==> config.mk <==
export PLATFORM = sky130hd
export DESIGN_NAME = vmp_mul
export DESIGN_NICKNAME = d
export VERILOG_FILES = /design/src/rtl/core/vmp_pkg.sv /design/src/rtl/core/vmp_mul.sv
export SDC_FILE = /design/constraint.sdc
export NUM_CORES = 2
export LEC_CHECK = 0
export BUFFER_PORTS_ARGS = -buffer_cell sky130_fd_sc_hd__buf_4
export CAP_MARGIN = 40
export CELL_PAD_IN_SITES_DETAIL_PLACEMENT = 1
export CELL_PAD_IN_SITES_GLOBAL_PLACEMENT = 1
export CORE_ASPECT_RATIO = 1.2
export CORE_MARGIN = 5
export CORE_UTILIZATION = 41
export CTS_CLUSTER_DIAMETER = 30
export DETAILED_ROUTE_END_ITERATION = 10
export GPL_TIMING_DRIVEN = 0
export PLACE_DENSITY_LB_ADDON = 0.12
export SLEW_MARGIN = 20
export SYNTH_ARGS = -nofsm -noshare
export SYNTH_HDL_FRONTEND = slang
export SYNTH_SLANG_ARGS = --single-unit
==> constraint.sdc <==
create_clock -name clk -period 23.2 [get_ports clk]
set_input_delay 4.64 -clock clk [delete_from_list [all_inputs] [get_ports clk]]
set_output_delay 4.64 -clock clk [all_outputs]
set_load 0.02 [all_outputs]
==> src/rtl/core/vmp_pkg.sv <==
// shared constants for the vertex modelview/projection pipeline
package vmp_pkg;

  localparam int COORD_WIDTH_DEF = 32;
  localparam int FRAC_BITS_DEF   = 16;

  localparam int NUM_COEFS = 18;
  localparam int IDX_W     = 5;

  // request function codes
  localparam logic FUNC_LOAD   = 1'b0;
  localparam logic FUNC_VERTEX = 1'b1;

  // modelview layout: slot = row * MV_COLS + col, col 3 is translation
  localparam int MV_ROWS = 3;
  localparam int MV_COLS = 4;

  // projection coefficient slots
  localparam int CI_P0  = 12;
  localparam int CI_P5  = 13;
  localparam int CI_P8  = 14;
  localparam int CI_P9  = 15;
  localparam int CI_P10 = 16;
  localparam int CI_P14 = 17;

  // latency of the two units in register stages
  localparam int MUL_STAGES = 2;
  localparam int ROW_STAGES = 4;

endpackage

==> src/rtl/core/vmp_mul.sv <==
// two-stage fixed-point multiplier: split partial products, then sum, shift and saturate
module vmp_mul #(
  parameter int COORD_WIDTH = vmp_pkg::COORD_WIDTH_DEF,
  parameter int FRAC_BITS   = vmp_pkg::FRAC_BITS_DEF
) (
  input  logic                          clk,
  input  logic                          en,
  input  logic signed [COORD_WIDTH-1:0] a,
  input  logic signed [COORD_WIDTH-1:0] b,
  output logic signed [COORD_WIDTH-1:0] p
);

  localparam int W  = COORD_WIDTH;
  localparam int L  = W / 2;
  localparam int PW = 2 * W;

  logic signed [W+L:0]    pp_lo;
  logic signed [PW-L-1:0] pp_hi;
  logic signed [W+L:0]    pp_lo_next;
  logic signed [PW-L-1:0] pp_hi_next;
  logic signed [PW-1:0]   lo_ext;
  logic signed [PW-1:0]   hi_ext;
  logic signed [PW-1:0]   full;
  logic signed [PW-1:0]   q;
  logic                   fits;
  logic signed [W-1:0]    p_next;

  // low half of b taken as unsigned, high half carries the sign
  assign pp_lo_next = a * $signed({1'b0, b[L-1:0]});
  assign pp_hi_next = a * $signed(b[W-1:L]);

  always_ff @(posedge clk) begin
    if (en) begin
      pp_lo <= pp_lo_next;
      pp_hi <= pp_hi_next;
    end
  end

  assign lo_ext = {{(W-L-1){pp_lo[W+L]}}, pp_lo};
  assign hi_ext = {{L{pp_hi[PW-L-1]}}, pp_hi};
  assign full   = (hi_ext <<< L) + lo_ext;
  // arithmetic shift drops the fraction toward minus infinity
  assign q      = full >>> FRAC_BITS;
  assign fits   = (&q[PW-1:W-1]) | ~(|q[PW-1:W-1]);

  always_comb begin
    if (fits) begin
      p_next = q[W-1:0];
    end else if (q[PW-1]) begin
      p_next = {1'b1, {(W-1){1'b0}}};
    end else begin
      p_next = {1'b0, {(W-1){1'b1}}};
    end
  end

  always_ff @(posedge clk) begin
    if (en) begin
      p <= p_next;
    end
  end

endmodule

==> flow_metrics.py <==
metrics = {
    "status": {
        "status": "complete, no violations",
    },
    "detailed_routing": {
        "drt_iter0_drc": 1812,
        "wl_mm": 147,
        "via_count": 31482,
        "drc": 0,
        "wire_per_inst_um": 24.2,
        "drtAntennaViolNets": 0,
        "dr.pass1.iters": 5,
        "via_per_inst": 5.17,
    },
    "worst_setup_path": {
        "r2r_start": "pp_lo[48]",
        "r2r_cells": 15,
        "crit_arrival_ps": 12530,
        "critPathSlowestCell": "clkbuf_1",
        "reg2reg_to": "p[13]",
        "cpMostUsedCell": "fa_1",
        "rrSetupSlack_ps": 18230,
        "worstPathMaxFanout": 10,
        "cpPeakStageDelay_ps": 680,
        "cp_data_required_time_ps": 23330,
        "worstSetupStartpointType": "primary input",
        "end_kind": "register",
        "setup.worst_path.start": "b[9]",
        "worstSetupPathType": "primary input to register",
    },
    "floorplanning": {
        "die_h_um": 358,
        "die-area_um2": 108000,
        "start_util_pct": 41.4,
        "fp.coreArea_um2": 100000,
        "dieWidth_um": 300,
        "io_pins": 98,
        "fp-row-count": 127,
    },
    "clocking": {
        "post_cts_resized": 0,
        "postCtsHoldBufs": 0,
        "cts.path.max_buffers": 2,
        "cts_tree": "done",
        "clock_latency_ps": 460,
        "root_buffer": "clkbuf_16",
        "cts_max_level": 4,
        "clock-sinks": 113,
        "post_cts_buffers": 0,
        "path_clk_slew_ps": 60,
        "numCtsBuffers": 17,
    },
    "yosys": {
        "syn_nets": 5845,
        "yosysMostFrequentCell": "inv_1",
        "synth_top_area_share_pct": 47.0,
        "synth_area_leaders": "fa_1 47%, inv_1 10%, ha_1 8.3%, edfxtp_1 8.2%, and2_1 6.2%",
        "synth_compound_area_share_pct": 6.38,
        "synthCells": 4529,
        "ys_warn_count": 0,
        "synthMuxAreaShare_pct": 0.0241,
        "ys_ff_latch": 113,
        "synth_xor_area_share_pct": 2.67,
        "synthFlopType": "edfxtp_1",
        "netlist_area_um2": 41500,
        "netlist.top_cell.by_area": "fa_1",
        "yosysUniqueCellTypes": 81,
        "syn-mean-instance-area_um2": 9.16,
        "synth_common_cells": "1142 x inv_1, 974 x fa_1, 653 x nand2_1",
        "async_flop_share_pct": 0,
        "seq_area_frac_synth_pct": 8.18,
        "synthAdderAreaFrac_pct": 55.3,
        "synth_top_family_by_area": "adder cells",
        "synth-simple-area-share_pct": 15.0,
        "synth-edff-count": 113,
    },
    "global_route": {
        "grt_pass1_vias": 35753,
        "grt_first_pass_wirelength_mm": 222,
        "grt_remaining_overflow": 0,
        "grtUsageTotal_pct": 28.1,
        "grt_max_degree": 65,
        "antenna_found_initial": 20,
    },
    "sta": {
        "setup_ws_ps": 10810,
        "hold_viol": 0,
        "final-setup-viol-count": 0,
        "final_max_slew_viol_count": 0,
        "fin_crit_sh_pct": 53.4,
        "fin_crit_ps": 12390,
        "setup_tns_ps": 0,
        "tightest_slew_ps": 994,
        "max_freq_mhz": 80.7,
        "finClkSkew_ps": 16.0,
        "slew_headroom_pct": 33.8,
        "rsz0062_at_grt": "false",
    },
    "layout": {
        "register_area_um2": 3390,
        "fillCellCount": 11707,
        "multi_input_area_um2": 33000,
        "drive_gt1_share_pct": 4.95,
        "areaGrowthSynthToFinish_pct": 9.17,
        "nets": 6033,
    },
    "worst_hold_path": {
        "min_path_cells": 2,
        "hp-class": "register to register",
        "hold_end": "p[0]",
        "hp-start": "pp_hi[0]",
    },
    "placed_design": {
        "hpwl_mm": 128,
        "place_congestion": 0.913,
        "io_buffers": 97,
        "dp_slack_ps": 10360,
    },
    "flow_run": {
        "cap_violations": 0,
    },
}
## layout by cell type (no fill, tap or decap), types with 29 or more instances in the layout
| master | n |
|---|---|
| xor2_1 | 35 |
| nand2_1 | 653 |
| a21o_1 | 78 |
| nor2_1 | 94 |
| xnor2_1 | 87 |
| edfxtp_1 | 113 |
| a21oi_1 | 111 |
| nand3_1 | 29 |
| ha_1 | 276 |
| buf_6 | 56 |
| buf_4 | 107 |
| clkbuf_1 | 206 |
| o21ai_0 | 56 |
| and2_1 | 410 |
| fa_1 | 974 |
| inv_1 | 1142 |
## sequential cells by signal, summed over array words and instances (netlist names)
name   flops
pp_lo     33
pp_hi     48
p         32
## stage by stage
stage / area [um2] / hold WS, ps / util, % / instances
after floorplan: 41500 / 605 / - / 4529
after global placement: 43900 / 650 / 43.8 / 5980
after detailed placement: 44600 / 655 / 44.4 / 6037
after CTS: 45100 / 670 / 45.0 / 6069
after global routing: 45300 / 716 / 45.2 / 6084
final: 45300 / 660 / 45.2 / 6091
## cell type report
cell class,instances,area share (%)
Inverter,1143,9.47
Buffer,215,1.89
Sequential cell,113,7.49
Tap cell,1354,3.74
Antenna cell,7,0.0387
Timing Repair Buffer,169,3.34
Multi-Input combinational cell,3058,72.8
Clock buffer,19,0.956
Clock inverter,13,0.301
## layer usage
layer  routed length (um)  track usage (%)  vias to the layer above
met2                73000             49.6                      875
met4                 6290             10.2                       10
met3                 8860             4.59                      223
met5                   68                0                        -
li1                     -                -                    13700
met1                59100             34.9                    16674
## cell families after synthesis
logic type,Yosys count
compound gates,384
xor+xnor,125
fa+ha+maj,1250
buf+inv,1358
flops,113
mux,1
simple gates,1298
## how the worst max path moves through the flow
stage	to	depth (start not counted)	slack (ps)
after floorplan	pp_lo[48]	23	12290
after global placement	pp_lo[45]	23	9250
after detailed placement	pp_lo[47]	24	10360
after CTS	pp_lo[47]	25	10830
after global routing	pp_lo[47]	25	10510
final	pp_lo[34]	26	10810
## critical path: cells and delay by family
| family | cells | cell delay [ps] |
|---|---|---|
| xor+xnor | 1 | 680 |
| simple gates | 1 | 210 |
| compound gates | 10 | 2620 |
| fa+ha+maj | 7 | 3250 |
| buf+inv | 7 | 1100 |
Power is not shown: default switching activity piles up to over one toggle a cycle in this logic, so the estimate is an artifact.
