--- src/rtl/core/vmp_pkg.sv ---
// shared constants for the vertex modelview/projection pipeline
package vmp_pkg;

  localparam int COORD_WIDTH_DEF = 32;
  localparam int FRAC_BITS_DEF   = 16;

  localparam int NUM_COEFS = 18;
  localparam int IDX_W     = 5;

  // request function codes
  localparam logic FUNC_LOAD   = 1'b0;
  localparam logic FUNC_VERTEX = 1'b1;

  // modelview layout: slot = row * MV_COLS + col, col 3 is translation
  localparam int MV_ROWS = 3;
  localparam int MV_COLS = 4;

  // projection coefficient slots
  localparam int CI_P0  = 12;
  localparam int CI_P5  = 13;
  localparam int CI_P8  = 14;
  localparam int CI_P9  = 15;
  localparam int CI_P10 = 16;
  localparam int CI_P14 = 17;

  // latency of the two units in register stages
  localparam int MUL_STAGES = 2;
  localparam int ROW_STAGES = 4;

endpackage

--- src/rtl/core/vmp_add.sv ---
// registered saturating add or subtract
module vmp_add #(
  parameter int COORD_WIDTH = vmp_pkg::COORD_WIDTH_DEF
) (
  input  logic                          clk,
  input  logic                          en,
  input  logic                          sub,
  input  logic signed [COORD_WIDTH-1:0] a,
  input  logic signed [COORD_WIDTH-1:0] b,
  output logic signed [COORD_WIDTH-1:0] y
);

  localparam int W = COORD_WIDTH;

  logic signed [W:0]   a_ext;
  logic signed [W:0]   b_ext;
  logic signed [W:0]   s;
  logic signed [W-1:0] y_next;

  assign a_ext = {a[W-1], a};
  assign b_ext = {b[W-1], b};
  assign s     = sub ? (a_ext - b_ext) : (a_ext + b_ext);

  always_comb begin
    if (s[W] == s[W-1]) begin
      y_next = s[W-1:0];
    end else if (s[W]) begin
      y_next = {1'b1, {(W-1){1'b0}}};
    end else begin
      y_next = {1'b0, {(W-1){1'b1}}};
    end
  end

  always_ff @(posedge clk) begin
    if (en) begin
      y <= y_next;
    end
  end

endmodule

--- config.mk ---
export PLATFORM = sky130hd
export DESIGN_NAME = vmp_add
export DESIGN_NICKNAME = d
export VERILOG_FILES = /design/src/rtl/core/vmp_pkg.sv /design/src/rtl/core/vmp_add.sv
export SDC_FILE = /design/constraint.sdc
export NUM_CORES = 1
export LEC_CHECK = 0
export BUFFER_PORTS_ARGS = -buffer_cell sky130_fd_sc_hd__buf_4
export CORE_MARGIN = 3
export CORE_UTILIZATION = 59
export CTS_BUF_LIST = sky130_fd_sc_hd__clkbuf_4
export CTS_CLUSTER_DIAMETER = 200
export DETAILED_ROUTE_END_ITERATION = 10
export GPL_ROUTABILITY_DRIVEN = 1
export PLACE_DENSITY = 0.89
export RECOVER_POWER = 25
export SLEW_MARGIN = 10
export SYNTH_ARGS = -nofsm -noshare
export SYNTH_HDL_FRONTEND = slang
export SYNTH_SLANG_ARGS = --single-unit
--- constraint.sdc ---
create_clock -name clk -period 9.2 [get_ports clk]
set_input_delay 0.46 -clock clk [delete_from_list [all_inputs] [get_ports clk]]
set_output_delay 0.46 -clock clk [all_outputs]
set_load 0.005 [all_outputs]
==> impl_metrics.yaml, run 1 <==
route:
  via_count: 3477
  ant_nets: 0
  drt_wl_total_um: 9236
  drtPass1Iterations: 5
  avgViaCountPerCell: 6.047
  avgRoutedWirePerCell_um: 16.06
  first_iter_violations: 277
  drc: 0
final_layout:
  reg_top3: "y: 32 flops"
  drive_above_1_share: 0.2207
  area_delta_synth_final_pct: 22.65
  fin_nets: 604
  diodes: 0
  fin_area_um2: 4337
  largest_reg_flops: 32
  regMostFlops: "y"
worst_setup_path:
  worstPathArrival_ns: 4.97
  critPathLaunch: "b[14]"
  end_kind: "register"
  worst-path-max-fanout: 27
  crit_type: "primary input to register"
  crit_path_start_kind: "primary input"
  cp-endpoint: "y[4]"
  cp.required_ns: 9.24
synth:
  yosys.cell_types.count: 58
  syn_inst: 411
  ys_top_cells_by_area: "edfxtp_1, ha_1, xnor2_1"
  synth-main-ff-cell: "edfxtp_1"
  synth_seq_cells: 32
  synth_area_per_cell_um2: 8.603
  yosysTopAreaCellShare: 0.2718
  syn_area_um2: 3536
  yosysMostFrequentCell: "a21oi_1"
  yosys_warnings: 0
  async_reset_ff_frac: 0
  synthTopCellsByCount: "a21oi_1, xnor2_1, nor2_1"
  syn_nets: 512
  yosysTopAreaCell: "edfxtp_1"
  ys_seq_area_frac: 0.2718
  synth_edf_count: 32
timing:
  fin_crit_ns: 4.928
  fmax_mhz: 202.9
  worstMarginPinSlew_ns: 1.599
  timing.hold.ws_ns: 0.6752
  final_hold_viol_count: 0
  drv_slew: 33
  rsz0062_at_grt: "false"
  finalSetupTns_ns: 0
  finalCritPeriodShare: 0.5357
  worst_slack_ns: 4.272
  relSlewSlack: -0.06573
  setup_viol: 0
die:
  io_pins: 99
  die_y_um: 83.42
  dieArea_um2: 6958
  die_x_um: 83.42
  start_util: 0.6267
  fp.coreArea_um2: 5642
  rows: 27
clock_network:
  post-cts-setup-buffers: 0
  clock_path_buffers: 2
  cts-resized-gates: 0
  cts_htree_levels: 2
  ctsHoldBuffers: 0
  clk_pin_slew_ns: 0.09
  cts_tree: "yes"
  cts_root_buf: "clkbuf_4"
  cts_sinks: 32
  numCtsBuffers: 5
global_route:
  grt_pass1_wl_um: 15520
  grt_use_total: 0.2653
  met1_usage: 0.3717
  grt_pass1_vias: 3222
  grt_max_degree: 33
  grtUsageMet3: 0.03571
  overflow: 0
  antenna_found_initial: 0
  busiest_layer: "met2"
  use_met2: 0.4337
outcome:
  outcome: "complete, but fails checks"
  violations: "max-capacitance violations, max-slew violations"
power_and_ir_drop:
  pwr-share-clk: 0.099
  power.switching_w: 0.0002598
  p_leak_nw: 1.830
  seqPwrFrac: 0.340
  irDropWorstVdd_uv: 112.6
  comb_power_share: 0.561
  switching_share: 0.3780
  power.density_nw_per_um2: 158.5
  p_int_w: 0.0004276
min_path:
  whs_path_depth: 3
  hp-class: "primary input to register"
placement:
  placed_cell_area_um2: 4295
  portBuffers: 98
  place_congestion: 0.9606
  hpwl_um: 7785
  place_ws_ns: 4.007
job:
  max_cap_violations: 1
-- placed cells by master (no fill, tap or decap), types with 4 or more instances in the layout --
| cell | instances |
|---|---|
| buf_4 | 97 |
| a21oi_1 | 60 |
| xnor2_1 | 47 |
| nor2_1 | 43 |
| ha_1 | 33 |
| edfxtp_1 | 32 |
| o21ai_0 | 24 |
| nand2_1 | 19 |
| inv_1 | 15 |
| a21o_1 | 14 |
| xor2_1 | 12 |
| a31oi_1 | 9 |
| nor3_1 | 8 |
| nand4_1 | 6 |
| nand3_1 | 5 |
| o21ai_1 | 5 |
| o21a_1 | 5 |
| clkbuf_4 | 5 |
| nor4_1 | 4 |
| maj3_1 | 4 |
-- cell families after synthesis --
family | share of synthesized area
AO/OA/AOI/OAI | 0.2481
XOR/XNOR | 0.1461
adder cells (fa/ha/maj) | 0.1338
buffers and inverters | 0.03468
flip-flops | 0.2718
multiplexers | 0.005662
AND/OR/NAND/NOR | 0.1599
-- critical path, cell delays in order --
cell and delay [ns]:
buf_4 0.12, or3_1 0.39, or3_1 0.36, nor4_1 0.57
nand2_1 0.14, nor3_1 0.22, nor2_1 0.08, xnor2_1 0.14
ha_1 0.47, a21o_1 0.17, a21o_1 0.10, a21oi_1 0.07
o21ai_0 0.39, nor2_1 0.11, a211oi_2 0.31, a31oi_4 0.11
nor2_4 0.52, o21ai_0 0.21
-- through the flow --
step                      instances    util   power, W
final                           575  0.7687  0.0006874
after global routing            575  0.7687  0.0007373
after CTS                       575  0.7694  0.0006846
after detailed placement        568  0.7614  0.0006175
after global placement          568  0.7614  0.0006028
after floorplan                 411       -  0.0004723
-- layout make-up --
type                            instances  area [um^2]
Clock buffer                            5        37.54
Clock inverter                          2        7.507
Fill cell                             426         1305
Inverter                               15        56.30
Multi-Input combinational cell        351         2452
Sequential cell                        32        960.9
Tap cell                               72        90.09
Timing Repair Buffer                   98        732.0
-- power by group through the flow --
| stage | logic, W | clock network, W | registers (W) |
|---|---|---|---|
| 2_1_floorplan | 0.000231 | 0 | 0.000242 |
| 3_3_place_gp | 0.000368 | 0 | 0.000235 |
| 3_5_place_dp | 0.000380 | 0 | 0.000238 |
| 4_1_cts | 0.000381 | 0.0000688 | 0.000235 |
| 5_1_grt | 0.000422 | 0.0000762 | 0.000239 |
| 6_report | 0.000386 | 0.0000679 | 0.000234 |
-- how the worst min path moves through the flow --
| stage | slack (ns) | from | to |
|---|---|---|---|
| floorplan | 0.57 | en | y[0] |
| global placement | 0.86 | y[30] | y[30] |
| detailed placement | 0.86 | y[16] | y[16] |
| CTS | 0.58 | en | y[22] |
| global route | 0.68 | b[0] | y[0] |
| finish | 0.68 | b[0] | y[0] |
-- metal layers --
metal | wire length (um) | vias to the layer above
met5 | 0 | -
li1 | - | 1713
met3 | 641 | 19
met2 | 4312 | 154
met4 | 157 | 0
met1 | 4124 | 1591
No activity file was read; power rests on OpenSTA's default activity.
==> run 2, diff against run 1 <==
--- a/config.mk
+++ b/config.mk
@@ -7,12 +7,12 @@
 export LEC_CHECK = 0
 export BUFFER_PORTS_ARGS = -buffer_cell sky130_fd_sc_hd__buf_4
 export CORE_MARGIN = 3
-export CORE_UTILIZATION = 59
+export CORE_UTILIZATION = 55
 export CTS_BUF_LIST = sky130_fd_sc_hd__clkbuf_4
 export CTS_CLUSTER_DIAMETER = 200
 export DETAILED_ROUTE_END_ITERATION = 10
 export GPL_ROUTABILITY_DRIVEN = 1
-export PLACE_DENSITY = 0.89
+export PLACE_DENSITY = 0.84
 export RECOVER_POWER = 25
 export SLEW_MARGIN = 10
 export SYNTH_ARGS = -nofsm -noshare
==> constraint.sdc (replaced) <==
create_clock -name clk -period 5.1 [get_ports clk]
set_input_delay 0.255 -clock clk [delete_from_list [all_inputs] [get_ports clk]]
set_output_delay 0.255 -clock clk [all_outputs]
set_load 0.005 [all_outputs]
==> run 2 against run 1 <==
  * The flow still finishes with violations (max-capacitance violations, max-slew violations)
  * Clock power grew 87%
  * Non-clock buffer count grew 1
  * Design area up 0.26%
  * Critical path depth shrank 1
  * Routed wire length increased by 5.0%
  * Sequential share of layout area is 0.057 points lower
  * Setup slack lost 3.7 ns
  * Critical endpoint is now y[0]
==> impl_metrics.yaml, run 2 (synthesized netlist as in run 1, its figures left out) <==
clock_network:
  cts-resized-gates: 0
  clk_pin_slew_ns: 0.09
  cts_htree_levels: 2
  clock_path_buffers: 2
  cts_sinks: 32
  numCtsBuffers: 5
  cts_root_buf: "clkbuf_4"
  cts_tree: "yes"
  post-cts-setup-buffers: 0
  ctsHoldBuffers: 0
worst_setup_path:
  cpPeakStageDelay_ns: 0.61
  cp.required_ns: 5.27
  worstPathArrival_ns: 4.68
  path_cells: "buf_4, or3_1, or3_1, nor4_1, nand2_1, nor3_1, nor2_1, xnor2_1, ha_1, a21o_1, a21oi_1, o21ai_0, a21o_1, a221oi_2, xnor2_1, nand2_4, a21oi_1"
  crit_type: "primary input to register"
  critical_path_depth: 17
  worst-path-max-fanout: 27
  crit_path_start_kind: "primary input"
  crit_slowest_cell: "nor4_1"
  cp_top_family: "simple AND/OR/NAND/NOR gates"
  path_buf_inv: 1
  end_kind: "register"
outcome:
  violations: "max-capacitance violations, max-slew violations"
  outcome: "complete, but fails checks"
timing:
  fmax_mhz: 221.7
  drv_slew: 33
  finalSetupTns_ns: 0
  relSlewSlack: -0.07365
  finalCritPeriodShare: 0.8846
  worstMarginPinSlew_ns: 1.610
  fin_crit_ns: 4.512
  rsz0062_at_grt: "false"
  final_hold_viol_count: 0
  setup_viol: 0
  timing.hold.ws_ns: 0.4709
power_and_ir_drop:
  irDropWorstVdd_uv: 249.8
  p_leak_nw: 1.835
  power.density_nw_per_um2: 288.3
placement:
  place_congestion: 0.9020
  hpwl_um: 8008
  portBuffers: 98
route:
  avgRoutedWirePerCell_um: 16.75
  via_count: 3529
  drt_wl_total_um: 9700
  drc: 0
  drtPass1Iterations: 5
  first_iter_violations: 286
  ant_nets: 0
  avgViaCountPerCell: 6.095
final_layout:
  fillers: 463
  reg_top3: "y: 32 flops"
  largest_reg_flops: 32
  mostFrequentLayoutCell: "buf_4"
  seqCellArea_um2: 960.9
  area_delta_synth_final_pct: 22.97
  layout_common_cells: "buf_4, a21oi_1, xnor2_1"
  regMostFlops: "y"
  fin_nets: 605
  multi_input_area_um2: 2452
  drive_above_1_share: 0.2222
  diodes: 0
die:
  die_x_um: 86.18
  io_pins: 99
  die_y_um: 86.18
  rows: 28
  dieArea_um2: 7427
  start_util: 0.5834
  fp.coreArea_um2: 6061
global_route:
  grt_pass1_vias: 3265
  antenna_found_initial: 0
  grt_use_total: 0.2589
  grt_pass1_wl_um: 15460
  grt_max_degree: 33
  overflow: 0
min_path:
  hp-class: "primary input to register"
  whs_path_depth: 3
job:
  max_cap_violations: 1
-- run 2: cell types whose count changed in the layout (fill, tap and decap cells not counted), sizes merged --
cell and change:
buf +1
-- run 2: path summary, 6_finish.rpt --
kind / end / slack [ns] / startpoint
setup / recovery: y[0] / 0.59 / b[14]
hold / removal: y[0] / 0.47 / b[0]
-- run 2: cell type report --
type                    count  share of cell area
multi-input cells         351              0.5640
flip-flops and latches     32              0.2210
repair buffers             99              0.1701
well taps                  75             0.02158
inverters                  15             0.01295
clock buffers               5            0.008633
clock inverters             2            0.001727
-- run 2: report_power, final --
part           internal, W  switching (W)  leakage (nW)
clock            0.0000480      0.0000794        0.0261
sequential        0.000401      0.0000211         0.314
combinational     0.000325       0.000379          1.50
-- run 2: routing by layer --
metal  track usage  share of wire  vias up
li1              -              -     1710
met1        0.3700           0.44     1605
met2        0.4100           0.46      192
met3       0.02567          0.081       22
met4       0.09065          0.022        0
met5             0              0        -
-- run 2: through the flow --
stage | area [um^2] | util | setup slack [ns] | std cells | total power, W
floorplan | 3536 | - | 0.9381 | 411 | 0.0008520
global placement | 4307 | 0.7106 | 0.4737 | 572 | 0.001094
detailed placement | 4307 | 0.7106 | 0.3597 | 572 | 0.001120
CTS | 4352 | 0.7180 | 0.6846 | 579 | 0.001248
global route | 4348 | 0.7174 | 0.2671 | 579 | 0.001334
finish | 4348 | 0.7174 | 0.5884 | 579 | 0.001253
