[src/rtl/core/vmp_pkg.sv]
// shared constants for the vertex modelview/projection pipeline
package vmp_pkg;

  localparam int COORD_WIDTH_DEF = 32;
  localparam int FRAC_BITS_DEF   = 16;

  localparam int NUM_COEFS = 18;
  localparam int IDX_W     = 5;

  // request function codes
  localparam logic FUNC_LOAD   = 1'b0;
  localparam logic FUNC_VERTEX = 1'b1;

  // modelview layout: slot = row * MV_COLS + col, col 3 is translation
  localparam int MV_ROWS = 3;
  localparam int MV_COLS = 4;

  // projection coefficient slots
  localparam int CI_P0  = 12;
  localparam int CI_P5  = 13;
  localparam int CI_P8  = 14;
  localparam int CI_P9  = 15;
  localparam int CI_P10 = 16;
  localparam int CI_P14 = 17;

  // latency of the two units in register stages
  localparam int MUL_STAGES = 2;
  localparam int ROW_STAGES = 4;

endpackage

[src/rtl/core/vmp_coef_store.sv]
// coefficient register file, cleared by reset, written by load requests
module vmp_coef_store #(
  parameter int COORD_WIDTH = vmp_pkg::COORD_WIDTH_DEF
) (
  input  logic                               clk,
  input  logic                               rst,
  input  logic                               we,
  input  logic [vmp_pkg::IDX_W-1:0]          waddr,
  input  logic signed [COORD_WIDTH-1:0]      wdata,
  output logic signed [COORD_WIDTH-1:0]      coef [vmp_pkg::NUM_COEFS]
);

  // slots beyond the store match no entry and are dropped
  always_ff @(posedge clk) begin
    if (rst) begin
      for (int i = 0; i < vmp_pkg::NUM_COEFS; i++) begin
        coef[i] <= '0;
      end
    end else if (we) begin
      for (int i = 0; i < vmp_pkg::NUM_COEFS; i++) begin
        if (waddr == vmp_pkg::IDX_W'(i)) begin
          coef[i] <= wdata;
        end
      end
    end
  end

endmodule

[config.mk]
export PLATFORM = sky130hd
export DESIGN_NAME = vmp_coef_store
export DESIGN_NICKNAME = d
export VERILOG_FILES = /design/src/rtl/core/vmp_pkg.sv /design/src/rtl/core/vmp_coef_store.sv
export SDC_FILE = /design/constraint.sdc
export NUM_CORES = 1
export LEC_CHECK = 0
export ABC_CLOCK_PERIOD_IN_PS = 3800
export BUFFER_PORTS_ARGS = -buffer_cell sky130_fd_sc_hd__buf_2
export CORE_AREA = 2 2 243 245
export DETAILED_ROUTE_END_ITERATION = 8
export DIE_AREA = 0 0 245 247
export PLACE_DENSITY = 0.65
export SLEW_MARGIN = 20
export SYNTH_ARGS = -nofsm -noshare
export SYNTH_HDL_FRONTEND = slang
export SYNTH_SLANG_ARGS = --single-unit
[constraint.sdc]
create_clock -name clk -period 3.8 [get_ports clk]
set_input_delay 0.57 -clock clk [delete_from_list [all_inputs] [get_ports clk]]
set_output_delay 0.57 -clock clk [all_outputs]
set_load 0.05 [all_outputs]
==> metrics.csv, run 1 <==
stage,metric,value,unit
outcome,outcome,"complete, no violations",
layout,top_regs,coef (576),
timing,period_share,55.3,%
layout,area_delta_synth_final,25.1,%
logic_synthesis,syn_inst,1980,
floorplanning,die_x,245,µm
logic_synthesis,synth_edf_count,0,
cts,htree_levels,2,
critical_path,cp.required,4.24,ns
critical_path,crit_chain,"buf_2, and4b_1, nand3_2, buf_4, mux2i_1",
cts,cts_root_buf,clkbuf_16,
placed_design,place_inst,3218,
timing,fin_skew,0,ns
layout,fin_cells,3323,
critical_path,max_stage_delay,0.70,ns
logic_synthesis,synth.top_cell.area_share,52.1,%
logic_synthesis,async_flop_share,0,%
logic_synthesis,ys.flop_type,dfxtp_1,
route,vias_per_cell,4.81,
global_route,grt_max_degree,261,
layout,final_nets,2545,
placed_design,io_buffers,615,
layout,largest_register_ffs,576,
floorplanning,start_util,38.0,%
logic_synthesis,yosys.area.top_type,dfxtp_1,
floorplanning,num_rows,89,
logic_synthesis,synth_cell_types,20,
timing,max_slew_margin,24.7,%
pwr,peakVddDrop,0.315,mV
logic_synthesis,synthTopCellsByCount,"608 x nand2b_1, 576 x dfxtp_1, 576 x mux2i_1",
placed_design,dp_hpwl,47.8,mm
placed_design,pre_cts_ws,1.15,ns
pwr,total_power,12.6,mW
timing,min_period,2.10,ns
global_route,grt_pass1_vias,16000,
cts,hold_buffers,0,
cts,insertion_delay,0.60,ns
timing,worst_pin_slew,1.13,ns
timing,setup_slack,1.70,ns
critical_path,r2r_cells,2,
logic_synthesis,yosysSeqAreaShare,52.1,%
logic_synthesis,synth_nets,2020,
cts,post_cts_resized,0,
timing,drv_slew,0,
worst_hold_path,min_path_type,reg2reg,
logic_synthesis,netlist_area,22100,µm²
global_route,track_usage,22.6,%
timing,final.setup.tns,0,ns
critical_path,worstSetupPathType,in2reg,
cts,cts_tree,built,
critical_path,cp_slowest_cell,nand3_2,
cts,clockBufferDepth,3,
critical_path,cp-end-kind,flop,
route,antenna_left,0,
pwr,leakage,15.5,nW
route,drc,0,
critical_path,critPathArrivalTime,2.54,ns
logic_synthesis,yosysWarnings,0,
cts,clk_pin_slew_worst_paths,0.06,ns
critical_path,path_max_fanout,22,
layout,largest-register,coef,
layout,drive_gt1_share,30.2,%
global_route,antenna_found_initial,4,
route,dr.pass1.iters,5,
timing,max_freq,476,MHz
floorplanning,die_h,247,µm
route,num_vias,16000,
global_route,grt_pass1_wl,104,mm
route,routed_wirelength,71.7,mm
timing,finalHoldViolations,0,
timing,rsz0062_at_grt,no,
cts,postCtsSetupBuffers,0,
global_route,gr-total-overflow,0,
layout,n_fill_cell,5395,
critical_path,startpoint_type,input port,
timing,setup_violations,0,
floorplanning,die-area,60500,µm²
layout,antenna_cells,0,
cts,numCtsBuffers,58,
cts,clkSinkCount,576,
pwr,power_density,457,nW/µm²
logic_synthesis,ys_ff_latch,576,
layout,multi_input_area,9810,µm²
route,wl_per_cell,21.6,µm
route,drt-initial-drc-count,933,
logic_synthesis,yosysMostFrequentCell,nand2b_1,
floorplanning,coreArea,58200,µm²
layout,seq_area,11500,µm²
floorplanning,ios,616,
placed_design,gp_congestion,0.798,
logic_synthesis,synth_area_per_cell,11.2,µm²
run,drv_cap,0,
worst_hold_path,whs_path_depth,2,
logic_synthesis,synth_top_cells_by_area,"dfxtp_1 52%, mux2i_1 26%, nand2b_1 17%",
[per-layer routing]
metal	part of all wire (%)	global-route usage (%)
met1	44	29.3
met2	46	36.5
met3	7.6	6.53
met4	2.8	6.92
met5	0	0
[cells by family (layout without fill, tap and decap cells)]
logic type             count (synthesis)  after routing  share of synthesized area [%]
AND/OR/NAND/NOR                      636            636                           18.0
multiplexers                         576            576                           26.0
flip-flops                           576            576                           52.1
buffers and inverters                192            762                           3.80
[cells in the final DEF (no fill, tap or decap), drive strengths merged]
cell type,netlist,routed
nand2b,608,608
dfxtp,576,576
nand3,4,4
bufinv,0,3
nor4b,1,1
and4b,1,1
nor2,2,2
buf,58,657
clkinv,0,13
nand2,12,12
mux2i,576,576
clkbuf,134,86
and2,2,2
nor4bb,1,1
inv,0,2
nand4,2,2
and4bb,1,1
clkinvlp,0,1
nor2b,2,2
[final cells by class]
class | count | area share, %
clock buffer | 86 | 6.36
clock inverter | 19 | 0.664
multi-input combinational | 1212 | 35.4
sequential | 576 | 41.7
tap | 773 | 3.49
timing repair buffer | 657 | 12.4
[worst max-delay path: cells and delay by family]
family | cells | cell delay [ns]
buffers and inverters | 2 | 0.63
muxes | 1 | 0.14
and+or+nand+nor | 2 | 1.17
[where the power goes]
part	switching, mW	internal, mW	total [mW]	leakage [nW]
sequential	0.0237	6.08	6.11	4.64
clock	2.41	3.40	5.81	0.968
combinational	0.500	0.224	0.724	9.91
total	2.94	9.70	12.6	15.5
[worst paths after layout]
check        slack, ns   endpoint       from
min reg2reg       0.47  coef[146]  coef[146]
max               1.70   coef[73]   waddr[4]
min               0.47  coef[146]  coef[146]
max reg2reg       3.12   coef[82]   coef[82]
[per-stage QoR]
stage	hold WS, ns	utilization [%]	instance area (µm²)
floorplan	0.693	-	22100
global placement	0.457	44.2	25700
detailed placement	0.460	44.2	25700
CTS	0.458	47.5	27700
global route	0.480	47.5	27700
finish	0.472	47.5	27700
Power figures use the tool's default switching activity.
==> inputs of run 2 (changes only) <==
--- a/config.mk
+++ b/config.mk
@@ -5,12 +5,12 @@
 export SDC_FILE = /design/constraint.sdc
 export NUM_CORES = 1
 export LEC_CHECK = 0
-export ABC_CLOCK_PERIOD_IN_PS = 3800
+export ABC_CLOCK_PERIOD_IN_PS = 1900
 export BUFFER_PORTS_ARGS = -buffer_cell sky130_fd_sc_hd__buf_2
-export CORE_AREA = 2 2 243 245
+export CORE_AREA = 2 2 241 243
 export DETAILED_ROUTE_END_ITERATION = 8
-export DIE_AREA = 0 0 245 247
-export PLACE_DENSITY = 0.65
+export DIE_AREA = 0 0 243 245
+export PLACE_DENSITY = 0.68
 export SLEW_MARGIN = 20
 export SYNTH_ARGS = -nofsm -noshare
 export SYNTH_HDL_FRONTEND = slang
==> constraint.sdc (replaced) <==
create_clock -name clk -period 1.9 [get_ports clk]
set_input_delay 0.285 -clock clk [delete_from_list [all_inputs] [get_ports clk]]
set_output_delay 0.285 -clock clk [all_outputs]
set_load 0.05 [all_outputs]
==> run 2 against run 1 <==
  * Die area is 1.6% lower
  * Power is 100% higher
  * Non-clock buffer count grew 38
  * Global-route usage increased by 0.97 points
  * Sequential cell count did not move
  * Cell count rose by 1.1%
  * Final area grew 2.7%
  * Critical path depth down 4
  * Register-to-register slack worse by 1.9 ns
  * Core utilization grew 2.3 points
  * Critical endpoint is now coef[253]
  * Largest power group unchanged
==> metrics.csv, run 2 (synthesis gave the netlist of run 1 again) <==
stage,metric,value,unit,change
outcome,outcome,"complete, no violations",,
placed_design,dp_hpwl,49.7,mm,+3.9%
cts,clockBufferDepth,3,,unchanged
cts,cts_root_buf,clkbuf_16,,
critical_path,startpoint_type,flop,,
worst_hold_path,min_to,coef[223],,
timing,worst_pin_slew,0.501,ns,-0.628 ns
run,drv_cap,0,,unchanged
worst_hold_path,min_path_type,in2reg,,
critical_path,worstReg2RegEnd,coef[268],,
critical_path,r2r_cells,2,,unchanged
timing,period_share,83.7,%,
global_route,grt_pass1_vias,16600,,+3.8%
layout,final_cell_mix,"614 x buf_2, 607 x nand2b_1, 576 x mux2i_1, 576 x dfxtp_1, 61 x clkbuf_16",,
worst_hold_path,hold_path.startpoint,waddr[0],,
critical_path,path_max_fanout,2,,-91%
floorplanning,die_x,243,µm,-0.82%
critical_path,reg2reg_slack,1.22,ns,-1.90 ns
critical_path,cp_top_family,flip-flops,,
timing,min_period,1.59,ns,
floorplanning,ios,616,,unchanged
global_route,grt_pass1_wl,107,mm,+3.4%
floorplanning,die_h,245,µm,-0.81%
pwr,leakage,15.9,nW,+2.2%
cts,insertion_delay,0.60,ns,about the same
critical_path,cp_slowest_cell,dfxtp_1,,
critical_path,crit_chain,buf_2,,
timing,setup_slack,0.311,ns,-1.39 ns
critical_path,cp.required,1.62,ns,-2.62 ns
critical_path,critPathArrivalTime,1.30,ns,-1.24 ns
layout,largest-register,coef,,
global_route,antenna_found_initial,9,,+5
placed_design,pre_cts_ws,0.231,ns,-0.921 ns
placed_design,place_inst,3248,,+0.93%
cts,htree_levels,2,,unchanged
layout,final_nets,2584,,+1.5%
route,drc,0,,unchanged
cts,cts_tree,built,,
cts,numCtsBuffers,59,,+1.7%
layout,top_regs,coef (576),,
route,dr.pass1.iters,4,,-1
cts,hold_buffers,0,,unchanged
worst_hold_path,whs_path_depth,3,,+1
timing,max_slew_margin,66.5,%,+42 points
layout,largest_register_ffs,576,,unchanged
critical_path,crit_buf_inv,1,,-1
placed_design,placed_area,26400,µm²,+2.7%
timing,finalHoldViolations,0,,unchanged
critical_path,cp-end-kind,primary output,,
cts,clk_pin_slew_worst_paths,0.07,ns,about the same
route,routed_wirelength,72.8,mm,+1.5%
floorplanning,num_rows,88,,-1.1%
timing,final.setup.tns,0,ns,unchanged
timing,rsz0062_at_grt,no,,
route,num_vias,16300,,+1.9%
timing,fin_skew,0,ns,unchanged
placed_design,io_buffers,615,,unchanged
timing,drv_slew,0,,unchanged
global_route,track_usage,23.6,%,+0.97 points
route,vias_per_cell,4.85,,+0.74%
timing,max_freq,629,MHz,
floorplanning,start_util,38.8,%,+0.80 points
layout,final_area,28400,µm²,+2.7%
global_route,grt_max_degree,96,,-63%
floorplanning,die-area,59500,µm²,-1.6%
critical_path,worstSetupPathType,reg2out,,
cts,clkSinkCount,576,,unchanged
layout,final_common_cell,buf_2,,
route,wl_per_cell,21.7,µm,+0.38%
layout,fin_cells,3360,,+1.1%
pwr,power_density,902,nW/µm²,+98%
cts,postCtsSetupBuffers,0,,unchanged
layout,drive_gt1_share,31.1,%,+0.90 points
critical_path,r2r_start,coef[268],,
layout,area_delta_synth_final,28.5,%,
timing,setup_violations,0,,unchanged
pwr,peakVddDrop,0.601,mV,+91%
route,antenna_left,0,,unchanged
route,drt-initial-drc-count,868,,-7.0%
global_route,gr-total-overflow,0,,unchanged
floorplanning,coreArea,57000,µm²,-2.1%
cts,post_cts_resized,0,,unchanged
placed_design,gp_congestion,0.838,,+5.0%
critical_path,max_stage_delay,0.39,ns,-0.31 ns
run 2: per-stage QoR:
stage | hold slack, ns | utilization, % | power [mW]
5_1_grt | 0.0742 | 49.9 | 26.5
3_5_place_dp | 0.462 | 46.3 | 14.0
3_3_place_gp | 0.457 | 46.3 | 14.0
4_1_cts | 0.0347 | 49.8 | 25.9
6_report | 0.0866 | 49.9 | 25.7
2_1_floorplan | 0.544 | - | 13.4
run 2: how the worst max path moves through the flow:
| stage | from | endpoint | cells after the start |
|---|---|---|---|
| after floorplan | waddr[4] | coef[518] | 5 |
| after global placement | waddr[0] | coef[42] | 5 |
| after detailed placement | waddr[0] | coef[34] | 5 |
| after CTS | coef[563] | coef[563] | 1 |
| after global routing | coef[253] | coef[253] | 1 |
| final | coef[253] | coef[253] | 1 |
run 2: worst register-to-register path, cell delays in order (launching register included):
cell,delay (ns)
dfxtp_1,0.36
nand2b_1,0.07
mux2i_1,0.17
run 2: routing by layer:
layer,part of all wire (%),vias to the layer above,GRT usage (%)
met1,43,7928,29.8
met4,3.7,0,9.09
met3,7.6,161,6.54
li1,-,7595,-
met5,0,-,0
met2,46,602,38.4
run 2: layout make-up:
class                           instances  area, µm²
Antenna cell                            6       15.0
Clock buffer                           89       1770
Clock inverter                         17        228
Fill cell                            5219      28600
Multi-Input combinational cell       1212       9790
Sequential cell                       576      11500
Tap cell                              765        957
Timing Repair Buffer                  695       4140
run 2: power by group:
part	internal [mW]	total, mW	switching [mW]
clock network	7.08	11.9	4.79
logic	0.539	1.56	1.03
registers	12.2	12.2	0.0472
total	19.8	25.7	5.86
